==> config.mk <==
export PLATFORM = sky130hd
export DESIGN_NAME = dds_serial_command_sequencer
export DESIGN_NICKNAME = d
export VERILOG_FILES = /design/src/hdl/dsc_pkg.sv /design/src/hdl/dsc_divider.sv /design/src/hdl/dsc_ctrl.sv /design/src/hdl/dds_serial_command_sequencer.sv
export VERILOG_INCLUDE_DIRS = /design/src /design/src/hdl
export SDC_FILE = /design/constraint.sdc
export NUM_CORES = 1
export LEC_CHECK = 0
export BUFFER_PORTS_ARGS = -buffer_cell sky130_fd_sc_hd__buf_2
export CELL_PAD_IN_SITES_DETAIL_PLACEMENT = 2
export CELL_PAD_IN_SITES_GLOBAL_PLACEMENT = 2
export CORE_MARGIN = 2
export CORE_UTILIZATION = 43
export DETAILED_ROUTE_END_ITERATION = 7
export GPL_TIMING_DRIVEN = 0
export PLACE_DENSITY = 0.92
export SKIP_LAST_GASP = 1
export SYNTH_ARGS = -nofsm -noshare
export SYNTH_HDL_FRONTEND = slang
export SYNTH_SLANG_ARGS = --single-unit
==> constraint.sdc <==
create_clock -name clk -period 9.3 [get_ports clk]
set_clock_uncertainty 0.05 [all_clocks]
set_input_delay 1.395 -clock clk [delete_from_list [all_inputs] [get_ports clk]]
set_output_delay 1.395 -clock clk [all_outputs]
set_load 0.05 [all_outputs]
==> src/hdl/dds_serial_command_sequencer_macros.svh <==
// Assertion macros for the serial command sequencer.
// Needs signals clk and rst in the scope where a macro is used.
`ifndef DDS_SERIAL_COMMAND_SEQUENCER_MACROS_SVH
`define DDS_SERIAL_COMMAND_SEQUENCER_MACROS_SVH

// Property checked on every edge outside reset.
`define DSC_ASSERT(label, prop, msg) \
  label: assert property (@(posedge clk) disable iff (rst) (prop)) else $error(msg);

// Condition on one edge implies a condition on the next edge.
`define DSC_ASSERT_NEXT(label, pre, post, msg) \
  label: assert property (@(posedge clk) disable iff (rst) (pre) |=> (post)) \
    else $error(msg);

`endif

==> src/hdl/dsc_pkg.sv <==
// Shared constants and types for the serial command sequencer.
// No dependencies; used by every module of the block.
package dsc_pkg;

  localparam int unsigned CHANNELS_DEF = 2;

  localparam int unsigned MCLK_W  = 27;
  localparam int unsigned FREQ_W  = 32;
  localparam int unsigned PHASE_W = 16;
  localparam int unsigned WORD_W  = 16;

  localparam logic [MCLK_W-1:0] MCLK_RESET = 27'd25000000;

  // Shared divider: dividend, divisor and quotient widths
  localparam int unsigned DIV_NW = 54;
  localparam int unsigned DIV_DW = 28;
  localparam int unsigned DIV_QW = 28;

  // Action codes
  localparam logic [3:0] ACT_INIT      = 4'd0;
  localparam logic [3:0] ACT_RESET     = 4'd1;
  localparam logic [3:0] ACT_START     = 4'd2;
  localparam logic [3:0] ACT_WAVEFORM  = 4'd3;
  localparam logic [3:0] ACT_SET_FREQ  = 4'd4;
  localparam logic [3:0] ACT_SEL_FREQ  = 4'd5;
  localparam logic [3:0] ACT_SET_PHASE = 4'd6;
  localparam logic [3:0] ACT_SEL_PHASE = 4'd7;
  localparam logic [3:0] ACT_SLEEP     = 4'd8;
  localparam logic [3:0] ACT_STOP      = 4'd9;
  localparam logic [3:0] ACT_SET_WAVE  = 4'd10;

  localparam logic [1:0] WAVE_SINE = 2'd0;
  localparam logic [1:0] WAVE_TRI  = 2'd1;

  // Control word bits and register address bases
  localparam logic [WORD_W-1:0] CW_B28      = 16'h2000;
  localparam logic [WORD_W-1:0] CW_HLB      = 16'h1000;
  localparam logic [WORD_W-1:0] CW_FSEL     = 16'h0800;
  localparam logic [WORD_W-1:0] CW_PSEL     = 16'h0400;
  localparam logic [WORD_W-1:0] CW_RESET    = 16'h0100;
  localparam logic [WORD_W-1:0] CW_SLEEP    = 16'h00C0;
  localparam logic [WORD_W-1:0] CW_OPBITEN  = 16'h0020;
  localparam logic [WORD_W-1:0] CW_MODE     = 16'h0002;
  localparam logic [WORD_W-1:0] CW_INIT     = 16'h2100;
  localparam logic [WORD_W-1:0] BASE_FREQ0  = 16'h4000;
  localparam logic [WORD_W-1:0] BASE_FREQ1  = 16'h8000;
  localparam logic [WORD_W-1:0] BASE_PHASE0 = 16'hC000;
  localparam logic [WORD_W-1:0] BASE_PHASE1 = 16'hE000;

  // Phase scaling: word = (p * 8192 + 36000) / 72000
  localparam logic [PHASE_W-1:0] PHASE_WRAP = 16'd36000;
  localparam logic [28:0]        PHASE_BIAS = 29'd36000;
  localparam logic [DIV_DW-1:0]  PHASE_DIV  = 28'd72000;

  typedef struct packed {
    logic              chip_select;
    logic [WORD_W-1:0] spi_word;
    logic              word_valid;
    logic              status;
    logic              last;
  } res_t;

  typedef struct packed {
    logic              start;
    logic [DIV_NW-1:0] dividend;
    logic [DIV_DW-1:0] divisor;
  } div_req_t;

endpackage

==> src/hdl/dsc_divider.sv <==
// Restoring serial divider, one quotient bit per cycle.
// Depends on dsc_pkg; the caller guarantees the quotient fits DIV_QW bits.
module dsc_divider import dsc_pkg::*; (
  input  logic              clk,
  input  logic              rst,
  input  div_req_t          req,
  output logic              busy,
  output logic [DIV_QW-1:0] quotient
);

  localparam int unsigned CNT_W = $clog2(DIV_QW + 1);

  logic [DIV_DW-1:0] rem;
  logic [DIV_DW-1:0] dvs;
  logic [DIV_QW-1:0] acc;
  logic [CNT_W-1:0]  cnt;
  logic [DIV_DW:0]   trial;

  assign trial    = {rem, acc[DIV_QW-1]} - {1'b0, dvs};
  assign busy     = (cnt != '0);
  assign quotient = acc;

  always_ff @(posedge clk) begin
    if (rst) begin
      cnt <= '0;
    end else if (req.start) begin
      cnt <= CNT_W'(DIV_QW);
    end else if (busy) begin
      cnt <= cnt - 1'b1;
    end
  end

  // Upper dividend bits are already below the divisor, so start the
  // remainder with them and shift the low part through.
  always_ff @(posedge clk) begin
    if (req.start) begin
      rem <= DIV_DW'(req.dividend[DIV_NW-1:DIV_QW]);
      acc <= req.dividend[DIV_QW-1:0];
      dvs <= req.divisor;
    end else if (busy) begin
      if (!trial[DIV_DW]) begin
        rem <= trial[DIV_DW-1:0];
      end else begin
        rem <= {rem[DIV_DW-2:0], acc[DIV_QW-1]};
      end
      acc <= {acc[DIV_QW-2:0], ~trial[DIV_DW]};
    end
  end

endmodule

==> src/hdl/dsc_ctrl.sv <==
// Command sequencer: control word shadows, ready flags and word emission.
// Depends on dsc_pkg; drives the shared divider and the result register.
module dsc_ctrl import dsc_pkg::*; #(
  parameter int unsigned CHANNELS = CHANNELS_DEF
) (
  input  logic               clk,
  input  logic               rst,
  input  logic               in_valid,
  output logic               in_stall,
  input  logic [3:0]         action,
  input  logic               channel,
  input  logic [1:0]         reg_select,
  input  logic [FREQ_W-1:0]  frequency_q8,
  input  logic [PHASE_W-1:0] phase_centideg,
  input  logic [1:0]         waveform,
  input  logic               sleep_enable,
  input  logic [MCLK_W-1:0]  mclk,
  output div_req_t           div_req,
  input  logic               div_busy,
  input  logic [DIV_QW-1:0]  div_quot,
  output logic               res_valid,
  output res_t               res,
  input  logic               res_ready
);

  localparam int unsigned CH_W    = (CHANNELS > 1) ? $clog2(CHANNELS) : 1;
  localparam logic [2:0]  PC_LAST = 3'd5;

  typedef enum logic [3:0] {
    S_IDLE, S_PREP, S_TX_INIT, S_EXEC, S_TX_CW, S_TX_FCW,
    S_TX_FLO, S_TX_FHI, S_TX_PH, S_TX_NOP, S_ERR
  } state_t;

  typedef enum logic [3:0] {
    OP_INIT, OP_RST_ON, OP_RST_OFF, OP_WAVE, OP_FREQ,
    OP_FSEL, OP_PHASE, OP_PSEL, OP_SLEEP, OP_STOP
  } op_t;

  state_t              state;
  op_t                 cur_op;
  logic [3:0]          act_q;
  logic                ch_q;
  logic [1:0]          reg_q;
  logic [FREQ_W-1:0]   fq_q;
  logic [PHASE_W-1:0]  ph_q;
  logic [1:0]          wf_q;
  logic                sl_q;
  logic [2:0]          pc;
  logic [CHANNELS-1:0] ready;
  logic [WORD_W-1:0]   shadow [CHANNELS];

  logic [CH_W-1:0]     ch_idx;
  logic [WORD_W-1:0]   cw;
  logic [WORD_W-1:0]   cw_new;
  logic [PHASE_W-1:0]  ph_red;
  logic [1:0]          reg_eff;
  logic                is_wave;
  logic                is_last;
  logic                ch_bad;
  logic                cmd_bad;
  logic                freq_bad;
  logic                op_fail;
  logic                take;
  logic [DIV_NW-1:0]   freq_num;
  logic [28:0]         phase_num;
  logic [WORD_W-1:0]   base_f;
  logic [WORD_W-1:0]   base_p;

  assign in_stall = (state != S_IDLE);
  assign ph_red   = (phase_centideg >= PHASE_WRAP) ? phase_centideg - PHASE_WRAP
                                                   : phase_centideg;
  assign ch_idx   = CH_W'(ch_q);
  assign cw       = shadow[ch_idx];
  assign is_wave  = (act_q == ACT_SET_WAVE);
  assign is_last  = !is_wave || (pc == PC_LAST);
  assign reg_eff  = is_wave ? 2'd0 : reg_q;
  assign ch_bad   = ({31'd0, ch_q} >= 32'(CHANNELS));
  assign cmd_bad  = ch_bad || (act_q > ACT_SET_WAVE);
  assign freq_bad = (mclk == '0) || ({2'b00, fq_q} > {mclk, 7'd0}) || reg_eff[1];
  assign base_f   = reg_eff[0] ? BASE_FREQ1 : BASE_FREQ0;
  assign base_p   = reg_eff[0] ? BASE_PHASE1 : BASE_PHASE0;
  assign freq_num  = {1'b0, fq_q, 21'd0} + {27'd0, mclk};
  assign phase_num = {ph_q[12:0] == ph_q[12:0] ? ph_q : ph_q, 13'd0} + PHASE_BIAS;
  assign take     = res_valid && res_ready;

  // Map the command and its step counter to one operation
  always_comb begin
    unique case (act_q)
      ACT_INIT:      cur_op = OP_INIT;
      ACT_RESET:     cur_op = OP_RST_ON;
      ACT_START:     cur_op = OP_RST_OFF;
      ACT_WAVEFORM:  cur_op = OP_WAVE;
      ACT_SET_FREQ:  cur_op = OP_FREQ;
      ACT_SEL_FREQ:  cur_op = OP_FSEL;
      ACT_SET_PHASE: cur_op = OP_PHASE;
      ACT_SEL_PHASE: cur_op = OP_PSEL;
      ACT_SLEEP:     cur_op = OP_SLEEP;
      ACT_SET_WAVE: begin
        case (pc)
          3'd0:    cur_op = OP_FREQ;
          3'd1:    cur_op = OP_PHASE;
          3'd2:    cur_op = OP_FSEL;
          3'd3:    cur_op = OP_PSEL;
          3'd4:    cur_op = OP_WAVE;
          default: cur_op = OP_RST_OFF;
        endcase
      end
      default:       cur_op = OP_STOP;
    endcase
  end

  // New control word and failure of the current operation
  always_comb begin
    cw_new  = cw;
    op_fail = 1'b0;
    unique case (cur_op)
      OP_INIT:    cw_new = CW_INIT;
      OP_RST_ON:  cw_new = cw | CW_RESET;
      OP_STOP:    cw_new = cw | CW_RESET;
      OP_RST_OFF: cw_new = cw & ~CW_RESET;
      OP_WAVE: begin
        cw_new = cw & ~(CW_OPBITEN | CW_MODE);
        if (wf_q == WAVE_TRI) begin
          cw_new = cw_new | CW_MODE;
        end else if (wf_q != WAVE_SINE) begin
          op_fail = 1'b1;
        end
      end
      OP_FREQ: begin
        op_fail = freq_bad;
        if (!freq_bad) begin
          cw_new = (cw | CW_B28) & ~CW_HLB;
        end
      end
      OP_FSEL: begin
        op_fail = reg_eff[1];
        if (!reg_eff[1]) begin
          cw_new = reg_eff[0] ? (cw | CW_FSEL) : (cw & ~CW_FSEL);
        end
      end
      OP_PHASE:   op_fail = reg_eff[1];
      OP_PSEL: begin
        op_fail = reg_eff[1];
        if (!reg_eff[1]) begin
          cw_new = reg_eff[0] ? (cw | CW_PSEL) : (cw & ~CW_PSEL);
        end
      end
      OP_SLEEP:   cw_new = sl_q ? (cw | CW_SLEEP) : (cw & ~CW_SLEEP);
    endcase
  end

  always_comb begin
    div_req.start    = (state == S_EXEC) && !op_fail &&
                       ((cur_op == OP_FREQ) || (cur_op == OP_PHASE));
    div_req.dividend = (cur_op == OP_FREQ) ? freq_num : DIV_NW'(phase_num);
    div_req.divisor  = (cur_op == OP_FREQ) ? {mclk, 1'b0} : PHASE_DIV;
  end

  always_comb begin
    res_valid       = 1'b0;
    res.chip_select = ch_q;
    res.spi_word    = '0;
    res.word_valid  = 1'b0;
    res.status      = 1'b0;
    res.last        = 1'b0;
    unique case (state)
      S_TX_INIT, S_TX_FCW: begin
        res_valid      = 1'b1;
        res.spi_word   = cw;
        res.word_valid = 1'b1;
      end
      S_TX_CW: begin
        res_valid      = 1'b1;
        res.spi_word   = cw;
        res.word_valid = 1'b1;
        res.last       = is_last;
      end
      S_TX_FLO: begin
        res_valid      = !div_busy;
        res.spi_word   = base_f | {2'b00, div_quot[13:0]};
        res.word_valid = 1'b1;
      end
      S_TX_FHI: begin
        res_valid      = 1'b1;
        res.spi_word   = base_f | {2'b00, div_quot[27:14]};
        res.word_valid = 1'b1;
        res.last       = is_last;
      end
      S_TX_PH: begin
        res_valid      = !div_busy;
        res.spi_word   = base_p | {4'd0, div_quot[11:0]};
        res.word_valid = 1'b1;
        res.last       = is_last;
      end
      S_TX_NOP: begin
        res_valid = 1'b1;
        res.last  = 1'b1;
      end
      S_ERR: begin
        res_valid  = 1'b1;
        res.status = 1'b1;
        res.last   = 1'b1;
      end
      S_IDLE, S_PREP, S_EXEC: res_valid = 1'b0;
    endcase
  end

  always_ff @(posedge clk) begin
    if (rst) begin
      state <= S_IDLE;
      ready <= '0;
      pc    <= '0;
    end else begin
      unique case (state)
        S_IDLE: begin
          if (in_valid) begin
            act_q <= action;
            ch_q  <= channel;
            reg_q <= reg_select;
            fq_q  <= frequency_q8;
            ph_q  <= ph_red;
            wf_q  <= waveform;
            sl_q  <= sleep_enable;
            pc    <= '0;
            state <= S_PREP;
          end
        end
        S_PREP: begin
          if (cmd_bad) begin
            state <= S_ERR;
          end else if (act_q != ACT_INIT && act_q != ACT_STOP && !ready[ch_idx]) begin
            // auto-init before the command proper
            shadow[ch_idx] <= CW_INIT;
            ready[ch_idx]  <= 1'b1;
            state          <= S_TX_INIT;
          end else begin
            state <= S_EXEC;
          end
        end
        S_TX_INIT: begin
          if (take) begin
            state <= S_EXEC;
          end
        end
        S_EXEC: begin
          if (!(cur_op == OP_STOP && !ready[ch_idx])) begin
            shadow[ch_idx] <= cw_new;
          end
          if (cur_op == OP_INIT) begin
            ready[ch_idx] <= 1'b1;
          end
          if (op_fail) begin
            state <= S_ERR;
          end else if (cur_op == OP_FREQ) begin
            state <= S_TX_FCW;
          end else if (cur_op == OP_PHASE) begin
            state <= S_TX_PH;
          end else if (cur_op == OP_STOP && !ready[ch_idx]) begin
            state <= S_TX_NOP;
          end else begin
            state <= S_TX_CW;
          end
        end
        S_TX_FCW: begin
          if (take) begin
            state <= S_TX_FLO;
          end
        end
        S_TX_FLO: begin
          if (take) begin
            state <= S_TX_FHI;
          end
        end
        S_TX_CW, S_TX_FHI, S_TX_PH: begin
          if (take) begin
            if (is_last) begin
              state <= S_IDLE;
            end else begin
              pc    <= pc + 1'b1;
              state <= S_EXEC;
            end
          end
        end
        S_TX_NOP, S_ERR: begin
          if (take) begin
            state <= S_IDLE;
          end
        end
      endcase
    end
  end

endmodule

==> src/hdl/dds_serial_command_sequencer.sv <==
// Top level of the serial command sequencer: clock register, result register.
// Depends on dsc_pkg, dsc_ctrl, dsc_divider and the assertion macro header.
//
//  channel  | handshake             | content
//  ---------+-----------------------+------------------------------------------
//  cfg      | cfg_valid / cfg_ready | master_clock_hz
//  input    | in_valid / in_stall   | action, channel, reg_select, frequency_q8,
//           |                       | phase_centideg, waveform, sleep_enable
//  output   | out_valid / out_stall | chip_select, spi_word, word_valid, status, last
//
// A command is decoded in the prepare and execute states, then emits its words; set freq
// and set phase each make one pass of the shared serial divider, set wave makes two.
// The divider loop gives one quotient bit per cycle; the quotient words wait for it.
// Reset is synchronous: channels become uninitialized, the clock returns to
// 25 MHz. A stalled output holds the sequencer at its current word.
`include "dds_serial_command_sequencer_macros.svh"

module dds_serial_command_sequencer import dsc_pkg::*; #(
  parameter int unsigned CHANNELS = CHANNELS_DEF
) (
  input  logic               clk,
  input  logic               rst,
  input  logic               cfg_valid,
  output logic               cfg_ready,
  input  logic [MCLK_W-1:0]  master_clock_hz,
  input  logic               in_valid,
  output logic               in_stall,
  input  logic [3:0]         action,
  input  logic               channel,
  input  logic [1:0]         reg_select,
  input  logic [FREQ_W-1:0]  frequency_q8,
  input  logic [PHASE_W-1:0] phase_centideg,
  input  logic [1:0]         waveform,
  input  logic               sleep_enable,
  output logic               out_valid,
  input  logic               out_stall,
  output logic               chip_select,
  output logic [WORD_W-1:0]  spi_word,
  output logic               word_valid,
  output logic               status,
  output logic               last
);

  logic [MCLK_W-1:0] mclk;
  div_req_t          div_req;
  logic              div_busy;
  logic [DIV_QW-1:0] div_quot;
  logic              res_valid;
  res_t              res;
  logic              res_ready;
  res_t              out_q;

  assign cfg_ready = 1'b1;

  always_ff @(posedge clk) begin
    if (rst) begin
      mclk <= MCLK_RESET;
    end else if (cfg_valid && cfg_ready) begin
      mclk <= master_clock_hz;
    end
  end

  dsc_ctrl #(
    .CHANNELS (CHANNELS)
  ) u_ctrl (
    .clk            (clk),
    .rst            (rst),
    .in_valid       (in_valid),
    .in_stall       (in_stall),
    .action         (action),
    .channel        (channel),
    .reg_select     (reg_select),
    .frequency_q8   (frequency_q8),
    .phase_centideg (phase_centideg),
    .waveform       (waveform),
    .sleep_enable   (sleep_enable),
    .mclk           (mclk),
    .div_req        (div_req),
    .div_busy       (div_busy),
    .div_quot       (div_quot),
    .res_valid      (res_valid),
    .res            (res),
    .res_ready      (res_ready)
  );

  dsc_divider u_div (
    .clk      (clk),
    .rst      (rst),
    .req      (div_req),
    .busy     (div_busy),
    .quotient (div_quot)
  );

  // Output register: load when empty or when the held word leaves
  assign res_ready = !out_valid || !out_stall;

  always_ff @(posedge clk) begin
    if (rst) begin
      out_valid <= 1'b0;
    end else if (res_ready) begin
      out_valid <= res_valid;
    end
  end

  always_ff @(posedge clk) begin
    if (res_valid && res_ready) begin
      out_q <= res;
    end
  end

  assign chip_select = out_q.chip_select;
  assign spi_word    = out_q.spi_word;
  assign word_valid  = out_q.word_valid;
  assign status      = out_q.status;
  assign last        = out_q.last;

  `DSC_ASSERT(a_err_is_last, !(out_valid && status) || last, "error result not marked last")
  `DSC_ASSERT(a_nop_no_word, !(out_valid && !word_valid) || (spi_word == '0), "status-only result carries a word")
  `DSC_ASSERT(a_busy_stall, !(out_valid && !last) || in_stall, "input open while a command is still running")
  `DSC_ASSERT_NEXT(a_accept_stall, in_valid && !in_stall, in_stall, "no stall after an accepted request")

endmodule
==> out/results.ini, run 1 <==
[run_status]
outcome=finished, final reports clean

[clock_network]
cts_tree=yes
clkTransAtPathRegs_ps=70
cts_buffers=28
clk_latency_ps=580
post_cts_resize_count=0
htree_levels=1
cts_setup_buffers=0
hold_buffers=0
ctsRootBufferMaster=clkbuf_16
clockBufferDepth=3
clock-sinks=236

[setup_path]
startpoint_type=flop
crit_arrival_ps=5630
path_class=reg -> reg
crit_fanout=38
r2r_slack_ps=3910
r2r_cells=13
end_kind=flop
required_ps=9540

[yosys]
yosysSeqAreaShare_pct=50.79
synth_fp_nets=1414
synth.top_cell.area_share_pct=43.90
synth_area_leaders=edfxtp_1 (44%), dfxtp_1 (6.9%), ha_1 (6.3%)
synth-edff-count=191
synth_top_area_cell=edfxtp_1
synthArstFlopShare_pct=0
ys_types=73
yosys_warnings=0
syn_area_per_cell_sq_um=10.40
ys.flop_type=edfxtp_1
syn-cell-area_sq_um=13070
syn-instance-count=1256
ys_seq_elements=236

[detailed_routing]
wl_per_cell_um=34.73
drc=0
vias_per_cell=6.692
drt_iter0_drc=1337
dr_total_vias=12120
dr.pass1.iters=7
wirelength_um=62900
postRouteAntennaNets=0

[job]
cap_viol_max_count=0

[final_layout]
final_core_util_pct=50.88
multi_input_area_sq_um=5918
regArea_sq_um=6636
area_growth_pct=16.03
antennaDiodeCount=0
design_area_sq_um=15160
nFillCells=3029
final_nets=1557
layout-drive-gt1-share_pct=15.76
final_cells=1811

[global_routing]
gr-total-overflow=0
grt_pass1_wl_um=91790
grt_pass1_vias=13290
gr-usage-all-layers_pct=39.73
antenna_found_initial=1
grt_max_degree=45

[sta]
setup_viol=0
layout_min_cycle_time_ps=5388
tightestPinTransition_ps=1412
post-route-period-util_pct=57.93
finalSetupTns_ps=0
hold_viol=0
slew_headroom_pct=5.128
fmax_ghz=0.1856
final_max_slew_viol_count=0
rsz0062_at_grt=false

[place]
dp_hpwl_um=39460
dp_cells=1759
gp_congestion=0.8558
place_area_sq_um=14160
portBuffers=110

[floorplanning]
pin_count=113
die_width_um=178.3
rows=63
dieArea_sq_um=31790
die_h_um=178.3
start_util_pct=43.85
coreArea_sq_um=29800

[power_and_ir_drop]
pwr-share-seq_pct=34.1
total_power_mw=5.212
intPower_mw=2.978
p_switching_mw=2.234
power.leakage_nw=6.064
clock_power_share_pct=23.7
swShare_pct=42.86
ir_drop_uv=205.7
p_comb_share_pct=42.2
powerDensity_nw_per_um2=343.8

[hold_path]
holdPathStages=2
min-delay-path-class=reg -> reg

worst max-delay path, cell delays in order, from the launching register on:
cell,delay [ps]
dfxtp_1,490
inv_1,140
ha_1,370
and3_1,280
nand4_1,200
a2111oi_0,770
a21oi_1,250
o21a_1,170
o21ai_1,500
a211oi_2,230
nand2_2,200
clkbuf_1,530
nand2_2,510
buf_12,360
sequential cells by signal, summed over array words and instances, names as in the netlist, 2 cells and up, named ones only:
signal and cells:
u_ctrl.fq_q 32, u_ctrl.shadow 32, u_div.quotient 28, u_div.rem 28, mclk 27, u_div.dvs 27
spi_word 16, u_ctrl.ph_q 16, u_div.cnt 5, u_ctrl.act_q 4, u_ctrl.state 4, u_ctrl.pc 3
u_ctrl.ready 2, u_ctrl.reg_q 2, u_ctrl.wf_q 2
per-stage QoR:
stage	setup WS, ps	hold WS, ps
finish	3912	471.6
global route	4008	474.2
detailed placement	4402	411.0
floorplan	5012	386.1
CTS	4121	471.5
global placement	3556	396.6
synthesized netlist by cell type (9+ instances only):
cell type,instances
nand2b_1,11
o21a_1,10
nor2_1,125
nand2_1,125
o22ai_2,12
mux2i_1,50
xnor2_1,45
buf_2,9
a31oi_1,12
a21o_1,20
o21ai_1,32
nor4_1,9
xor2_1,28
and3_1,11
o21ai_0,42
nand3_1,25
mux2_2,11
nand4_1,14
a21oi_1,65
o22ai_1,11
dfxtp_1,45
ha_1,66
or3_1,9
nor2b_1,14
o211ai_1,17
edfxtp_1,191
clkbuf_1,27
nor3_1,24
a22oi_1,14
inv_1,79
path summary, 6_finish.rpt:
check | from | endpoint
setup reg to reg | mclk[23] | u_div.quotient[9]
setup / recovery | mclk[23] | u_div.quotient[9]
hold reg to reg | u_div.cnt[4] | u_div.cnt[4]
hold / removal | u_div.cnt[4] | u_div.cnt[4]
power groups by stage:
| stage | Clock (mW) | Combinational, mW | Sequential [mW] |
|---|---|---|---|
| CTS | 1.22 | 2.14 | 1.76 |
| detailed placement | 0 | 1.98 | 1.75 |
| global placement | 0 | 1.75 | 1.73 |
| finish | 1.23 | 2.20 | 1.78 |
| floorplan | 0 | 1.25 | 1.77 |
| global route | 1.25 | 2.28 | 1.78 |
layout make-up:
class	count	share of cell area, %
buffer	48	1.436
clock inverter	11	0.8914
sequential	236	43.78
inverter	84	2.080
multi-input combinational	888	39.04
timing repair buffer	113	3.945
clock buffer	41	5.612
tap	390	3.219
per-layer routing:
metal | vias up | GRT usage (%) | routed length, um
met2 | 876 | 67.34 | 30380
li1 | 4852 | - | -
met3 | 254 | 7.161 | 5330
met4 | 2 | 20.93 | 3692
met1 | 6136 | 48.26 | 23480
met5 | - | 0 | 13
cell families (layout without fill, tap and decap cells):
group | Yosys count | count (layout) | share of synthesized area (%)
XOR/XNOR | 73 | 73 | 4.894
buffers and inverters | 132 | 297 | 4.080
AND/OR/NAND/NOR | 396 | 396 | 13.95
AO/OA/AOI/OAI | 289 | 289 | 14.84
multiplexers | 61 | 61 | 4.779
flip-flops | 236 | 236 | 50.79
other | 1 | 1 | 0.02870
adder cells (fa/ha/maj) | 68 | 68 | 6.627
cell usage in the layout, fill, tap and decap left out, types with 10 or more instances in the layout:
cell,n
nand2b_1,11
mux2_2,11
nand4_1,14
nor3_1,24
and3_1,11
o21a_1,10
clkbuf_16,31
nand3_1,25
o21ai_1,32
nor2b_1,14
nor2_1,123
inv_1,79
nand2_1,124
a22oi_1,14
mux2i_1,50
xor2_1,28
a21oi_1,65
ha_1,66
xnor2_1,45
dfxtp_1,45
o211ai_1,17
o22ai_1,11
clkbuf_1,32
o22ai_2,12
a31oi_1,12
buf_2,119
a21o_1,20
edfxtp_1,191
o21ai_0,42
Note: power is estimated with default switching activity, not from simulation.
==> run 2: changes to the inputs <==
- ABC_AREA: not set -> 1
- CORE_UTILIZATION: 43 -> 37
- PLACE_DENSITY: 0.92 -> 0.87
- clock period: 9.3 -> 5.01 ns (I/O delays scaled with it)
==> run 2 against run 1 <==
  * Via count is 7.2% higher
  * Highest routed layer unchanged
  * Hold slack worse by 180 ps
  * Combinational power is 79% higher
  * Non-clock buffer count is 6 lower
  * Wire length is 8.8% lower
  * Largest cell class unchanged
  * Flip-flop and latch count stayed put
  * Global-route usage is 11 points lower
  * Critical path depth is 4 higher
  * Sequential share of layout area is 2.5 points lower
  * Power is 75% higher
  * Die area is 24% higher
==> out/results.ini, run 2 <==
[floorplanning]
rows=71
pin_count=113
dieArea_sq_um=39380
start_util_pct=37.31
coreArea_sq_um=37490
die_width_um=198.4
die_h_um=198.4

[job]
cap_viol_max_count=0

[final_layout]
area_growth_pct=15.01
layout_commonest_cell=nand2_1
layout-drive-gt1-share_pct=11.36
antennaDiodeCount=0
final_cells=2360
final_nets=1986
final_core_util_pct=42.91
largestRegisters=u_ctrl.fq_q (32), u_ctrl.shadow (32)
design_area_sq_um=16090
final_cell_mix=nand2_1 (436), inv_1 (216), edfxtp_1 (191)

[global_routing]
gr-total-overflow=0
grt_pass1_wl_um=85710
grt_pass1_vias=14260
top_usage_layer=met2
met3_usage_pct=4.408
met1_usage_pct=37.11
gr-usage-all-layers_pct=29.19
grt_max_degree=37
antenna_found_initial=3
globalRouteMet2Util_pct=49.64

[power_and_ir_drop]
power.leakage_nw=7.032
intPower_mw=5.042
powerDensity_nw_per_um2=567.1
p_switching_mw=4.081
clock_power_share_pct=21.4
total_power_mw=9.123
p_comb_share_pct=43.2
pwr-share-seq_pct=35.4
ir_drop_uv=316.6
swShare_pct=44.73

[yosys]
synthArstFlopShare_pct=0
synth-edff-count=191
ys.flop_type=edfxtp_1
ys_top_cells_by_count=nand2_1 (437), inv_1 (216), edfxtp_1 (191), nor2_1 (175), a21oi_1 (96)
ys_types=57
yosysSeqAreaShare_pct=47.44
ys_seq_elements=236
syn_area_per_cell_sq_um=8.297
synth.top_cell.area_share_pct=41.00
yosys_warnings=0
synthMostInstantiatedCell=nand2_1
synth_fp_nets=1844
syn-instance-count=1686
synth_area_leaders=edfxtp_1 (41%), nand2_1 (12%), dfxtp_1 (6.4%)
synth_top_area_cell=edfxtp_1
syn-cell-area_sq_um=13990

[place]
place_area_sq_um=15230
dp_cells=2309
gp_congestion=0.9127
pre_cts_ws_ps=1202
portBuffers=110
dp_hpwl_um=43730

[setup_path]
crit_fanout=29
crit_arrival_ps=4190
crit_top_cell=nand2_1
startpoint_type=flop
path_class=reg -> reg
crit_chain=inv_1, ha_1, nand2_1, inv_1, nand3_1, nor2_1, nor2b_1, nand3_1, nand2_1, nand2_1, nand2_2, nand2_4, nor2_2, nand2_4, buf_2, nand2_2, buf_12
critical-path-max-stage-delay_ps=580
critPathSlowestCell=nand2_2
required_ps=5220
end_kind=flop

[sta]
hold_viol=0
fin_ws_ps=1028
slew_headroom_pct=32.49
layout_min_cycle_time_ps=3982
rsz0062_at_grt=false
tightestPinTransition_ps=1013
final_max_slew_viol_count=0
holdWs_ps=293.5
finalSetupTns_ps=0
setup_viol=0
fmax_ghz=0.2511
post-route-period-util_pct=79.48

[clock_network]
cts_tree=yes
clockBufferDepth=3
cts_setup_buffers=0
ctsRootBufferMaster=clkbuf_16
clkTransAtPathRegs_ps=60
hold_buffers=0
htree_levels=1
post_cts_resize_count=0
cts_buffers=27
clk_latency_ps=590
clock-sinks=236

[run_status]
outcome=finished, final reports clean

[detailed_routing]
vias_per_cell=5.507
dr.pass1.iters=5
postRouteAntennaNets=0
dr_total_vias=13000
wirelength_um=57330
drt_iter0_drc=1056
drc=0
wl_per_cell_um=24.29

[hold_path]
min-delay-path-class=in -> reg

==> run 2: cell types whose count changed in the layout (fill, tap and decap cells not counted), sizes merged, moves of 34 or more <==
cell,change
a21oi,+34
inv,+137
mux2i,-48
nand2,+317
nand3,+39
nor2,+56
==> run 2: logic make-up (layout without fill, tap and decap cells) <==
logic type / count (synthesis) / count (layout) / share of synthesized area, %
flops: 236 / 236 / 47.44
compound gates: 280 / 280 / 11.57
simple gates: 775 / 775 / 23.35
buf+inv: 265 / 428 / 7.585
fa+ha+maj: 68 / 68 / 6.190
other cells: 1 / 1 / 0.02681
mux: 2 / 2 / 0.1431
xor+xnor: 59 / 59 / 3.694
==> run 2: worst max-delay path, delay by kind of cell (launching register included) <==
family        cells  cell delay, ps
simple gates     12            2090
buf+inv           4             780
fa+ha+maj         1             360
flops             1             340
==> run 2: worst paths after layout <==
path / from / end / slack (ps) / depth (start not counted)
worst max-delay path: mclk[22] / u_div.rem[7] / 1030 / 17
worst min-delay path: waveform[1] / u_ctrl.wf_q[1] / 290 / 1
worst max register to register: mclk[22] / u_div.rem[7] / 1030 / 17
worst min register to register: u_div.cnt[4] / u_div.cnt[4] / 430 / 2
==> run 2: routing by layer <==
metal	share of wire, %	wire [um]	vias up
met3	5.1	2931	123
li1	-	-	5930
met2	48	27610	393
met1	43	24550	6548
met4	3.9	2230	2
met5	0.024	14	-
==> run 2: layout make-up <==
class | instances | area [sq um]
sequential | 236 | 6636
fill | 4268 | 21400
inverter | 223 | 838.3
clock buffer | 34 | 711.9
buffer | 42 | 222.7
timing repair buffer | 113 | 605.6
tap | 511 | 639.4
multi-input combinational | 1185 | 6306
clock inverter | 16 | 127.6
==> run 2: power groups by stage <==
stage	Sequential (mW)	Combinational (mW)	Clock (mW)
2_1_floorplan	3.37	2.29	0
3_3_place_gp	3.23	3.50	0
3_5_place_dp	3.23	3.79	0
4_1_cts	3.22	3.91	1.98
5_1_grt	3.25	4.31	2.04
6_report	3.23	3.94	1.95
==> run 3: changes to the inputs <==
- ABC_AREA: 1 -> 0
- CORE_UTILIZATION: 37 -> 36
- PLACE_DENSITY: 0.87 -> 0.83
- clock period: 5.01 -> 3.35 ns (I/O delays scaled with it)
==> run 3 against run 2 <==
  * The run now ends with setup timing left
  * Non-clock buffer count rose by 79
  * Clock power rose by 72%
  * Largest cell class is now multi-input combinational cells
  * Power rose by 77%
  * Clock-buffer cell count fell by 3
  * Hold slack got worse by 250 ps
  * Critical path depth fell by 4
  * Cell count fell by 17%
==> out/results.ini, run 3 (synthesis results as in run 1) <==
[setup_path]
required_ps=3610
r2r_cells=13
crit_start=u_div.rem[20]
crit_chain=ha_1, a21o_1, a21o_1, a21oi_1, nor2_1, a21oi_1, o211ai_1, nand2_2, xnor2_4, buf_6, buf_12, mux2i_1, o22ai_1
r2r_end=u_div.rem[17]
critical-path-max-stage-delay_ps=470
r2r_slack_ps=-420
startpoint_type=flop
r2r-start=u_div.rem[20]
end_kind=flop
endpoint=u_div.rem[17]
critPathSlowestCell=ha_1
crit_arrival_ps=4030
path_class=reg -> reg
crit_fanout=6

[place]
portBuffers=110
dp_hpwl_um=35620
place_area_sq_um=14230
gp_congestion=0.8906
dp_cells=1828

[clock_network]
htree_levels=1
ctsRootBufferMaster=clkbuf_16
clkTransAtPathRegs_ps=70
hold_buffers=0
cts_tree=yes
clk_latency_ps=590
cts_buffers=27
clockBufferDepth=3
clock-sinks=236

[floorplanning]
start_util_pct=36.64
die_width_um=194.5
dieArea_sq_um=37830
rows=69
coreArea_sq_um=35660
pin_count=113
die_h_um=194.5

[detailed_routing]
wl_per_cell_um=34.47
postRouteAntennaNets=0
dr_total_vias=12530
dr.pass1.iters=5
vias_per_cell=6.399
drc=0
wirelength_um=67490
drt_iter0_drc=1465

[sta]
post-route-period-util_pct=112.5
fmax_ghz=0.2654
layout_min_cycle_time_ps=3767
fin_ws_ps=-417.4
tightestPinTransition_ps=1045
rsz0062_at_grt=true
slew_headroom_pct=30.25
setup_viol=184
final_max_slew_viol_count=0
hold_viol=0

[global_routing]
grt_pass1_vias=12370
grt_pass1_wl_um=79280
gr-usage-all-layers_pct=27.48
antenna_found_initial=0
grt_max_degree=61
gr-total-overflow=0

[power_and_ir_drop]
total_power_mw=16.15
swShare_pct=43.51
ir_drop_uv=501.5
power.leakage_nw=6.626
pwr-share-seq_pct=30.7
p_comb_share_pct=48.5
powerDensity_nw_per_um2=956.3
p_switching_mw=7.027
intPower_mw=9.121
clock_power_share_pct=20.8

[hold_path]
min-delay-path-class=in -> reg
holdPathStages=1

[final_layout]
antennaDiodeCount=0
area_growth_pct=29.25
multi_input_area_sq_um=6731
layout-drive-gt1-share_pct=27.79
regArea_sq_um=6660
final_cell_mix=edfxtp_1 (191), nand2_1 (120), nor2_1 (117)
final_cells=1958
nFillCells=3573
final_nets=1635
layout_commonest_cell=edfxtp_1
largestRegisters=u_ctrl.fq_q (32), u_ctrl.shadow (32)
design_area_sq_um=16890

[run_status]
outcome=finished with violations
failed_checks=setup timing

[job]
cap_viol_max_count=0

## run 3: cell count changes in the layout (fill, tap and decap cells not counted), moves of 36 or more
cell     change
o21ai_0     -55
mux2i_1     +36
a21oi_1     -36
buf_4       +62
nand2_1    -316
nor2_1      -55
inv_1      -144
nand3_1     -39
## run 3: timing repair
action | in CTS | in global routing
gates resized for setup | 67 | 160
pin swaps | 9 | 32
setup buffers | 17 | 55
cloned | 4 | 8
endpoints found under the setup margin | 190 | 182
## run 3: metrics by stage
step | setup slack, ps | hold WS, ps | util (%) | setup TNS, ps
after CTS | -44.67 | 69.19 | 43.78 | -1155
after detailed placement | -1026 | 429.1 | 39.90 | -101560
after global routing | -363.8 | 51.14 | 47.36 | -36090
final | -417.4 | 46.66 | 47.36 | -32770
after global placement | -1538 | 399.6 | 39.86 | -134260
after floorplan | -23.31 | 386.1 | - | -23.31
## run 3: power groups by stage
stage	registers [mW]	clock network, mW	logic (mW)
final	4.96	3.36	7.83
after global routing	4.97	3.43	8.07
after CTS	4.79	3.18	5.80
after detailed placement	4.83	0	5.32
after global placement	4.77	0	4.94
after floorplan	4.89	0	3.50
## run 3: worst min path at each step
stage / end / slack [ps] / start
final: u_ctrl.fq_q[31] / 50 / frequency_q8[31]
after detailed placement: out_valid / 430 / out_valid
after global placement: u_ctrl.ready[1] / 400 / u_ctrl.ready[1]
after floorplan: u_ctrl.ready[0] / 390 / u_ctrl.ready[0]
after global routing: u_ctrl.fq_q[9] / 50 / frequency_q8[9]
after CTS: u_ctrl.fq_q[9] / 70 / frequency_q8[9]
## run 3: layout make-up
| cell class | instances | area share [%] |
|---|---|---|
| Inverter | 84 | 2.015 |
| Multi-Input combinational cell | 894 | 39.86 |
| Clock buffer | 31 | 4.149 |
| Tap cell | 461 | 3.416 |
| Buffer | 45 | 2.075 |
| Sequential cell | 236 | 39.44 |
| Clock inverter | 18 | 1.363 |
| Timing Repair Buffer | 189 | 7.676 |
## run 3: metal layers
metal / up-vias / global-route usage [%] / part of all wire (%)
met2: 794 / 48.29 / 48
met3: 279 / 3.627 / 7.9
met1: 6432 / 34.77 / 38
met5: - / 0 / 0
li1: 5024 / - / -
met4: 0 / 9.373 / 6.0
## run 3: critical path: cells and delay by family, from the launching register on
family	cells	cell delay [ps]
AO/OA/AOI/OAI	6	1440
flip-flops	1	450
XOR/XNOR	1	150
buffers and inverters	2	340
AND/OR/NAND/NOR	2	300
multiplexers	1	290
adder cells (fa/ha/maj)	1	470
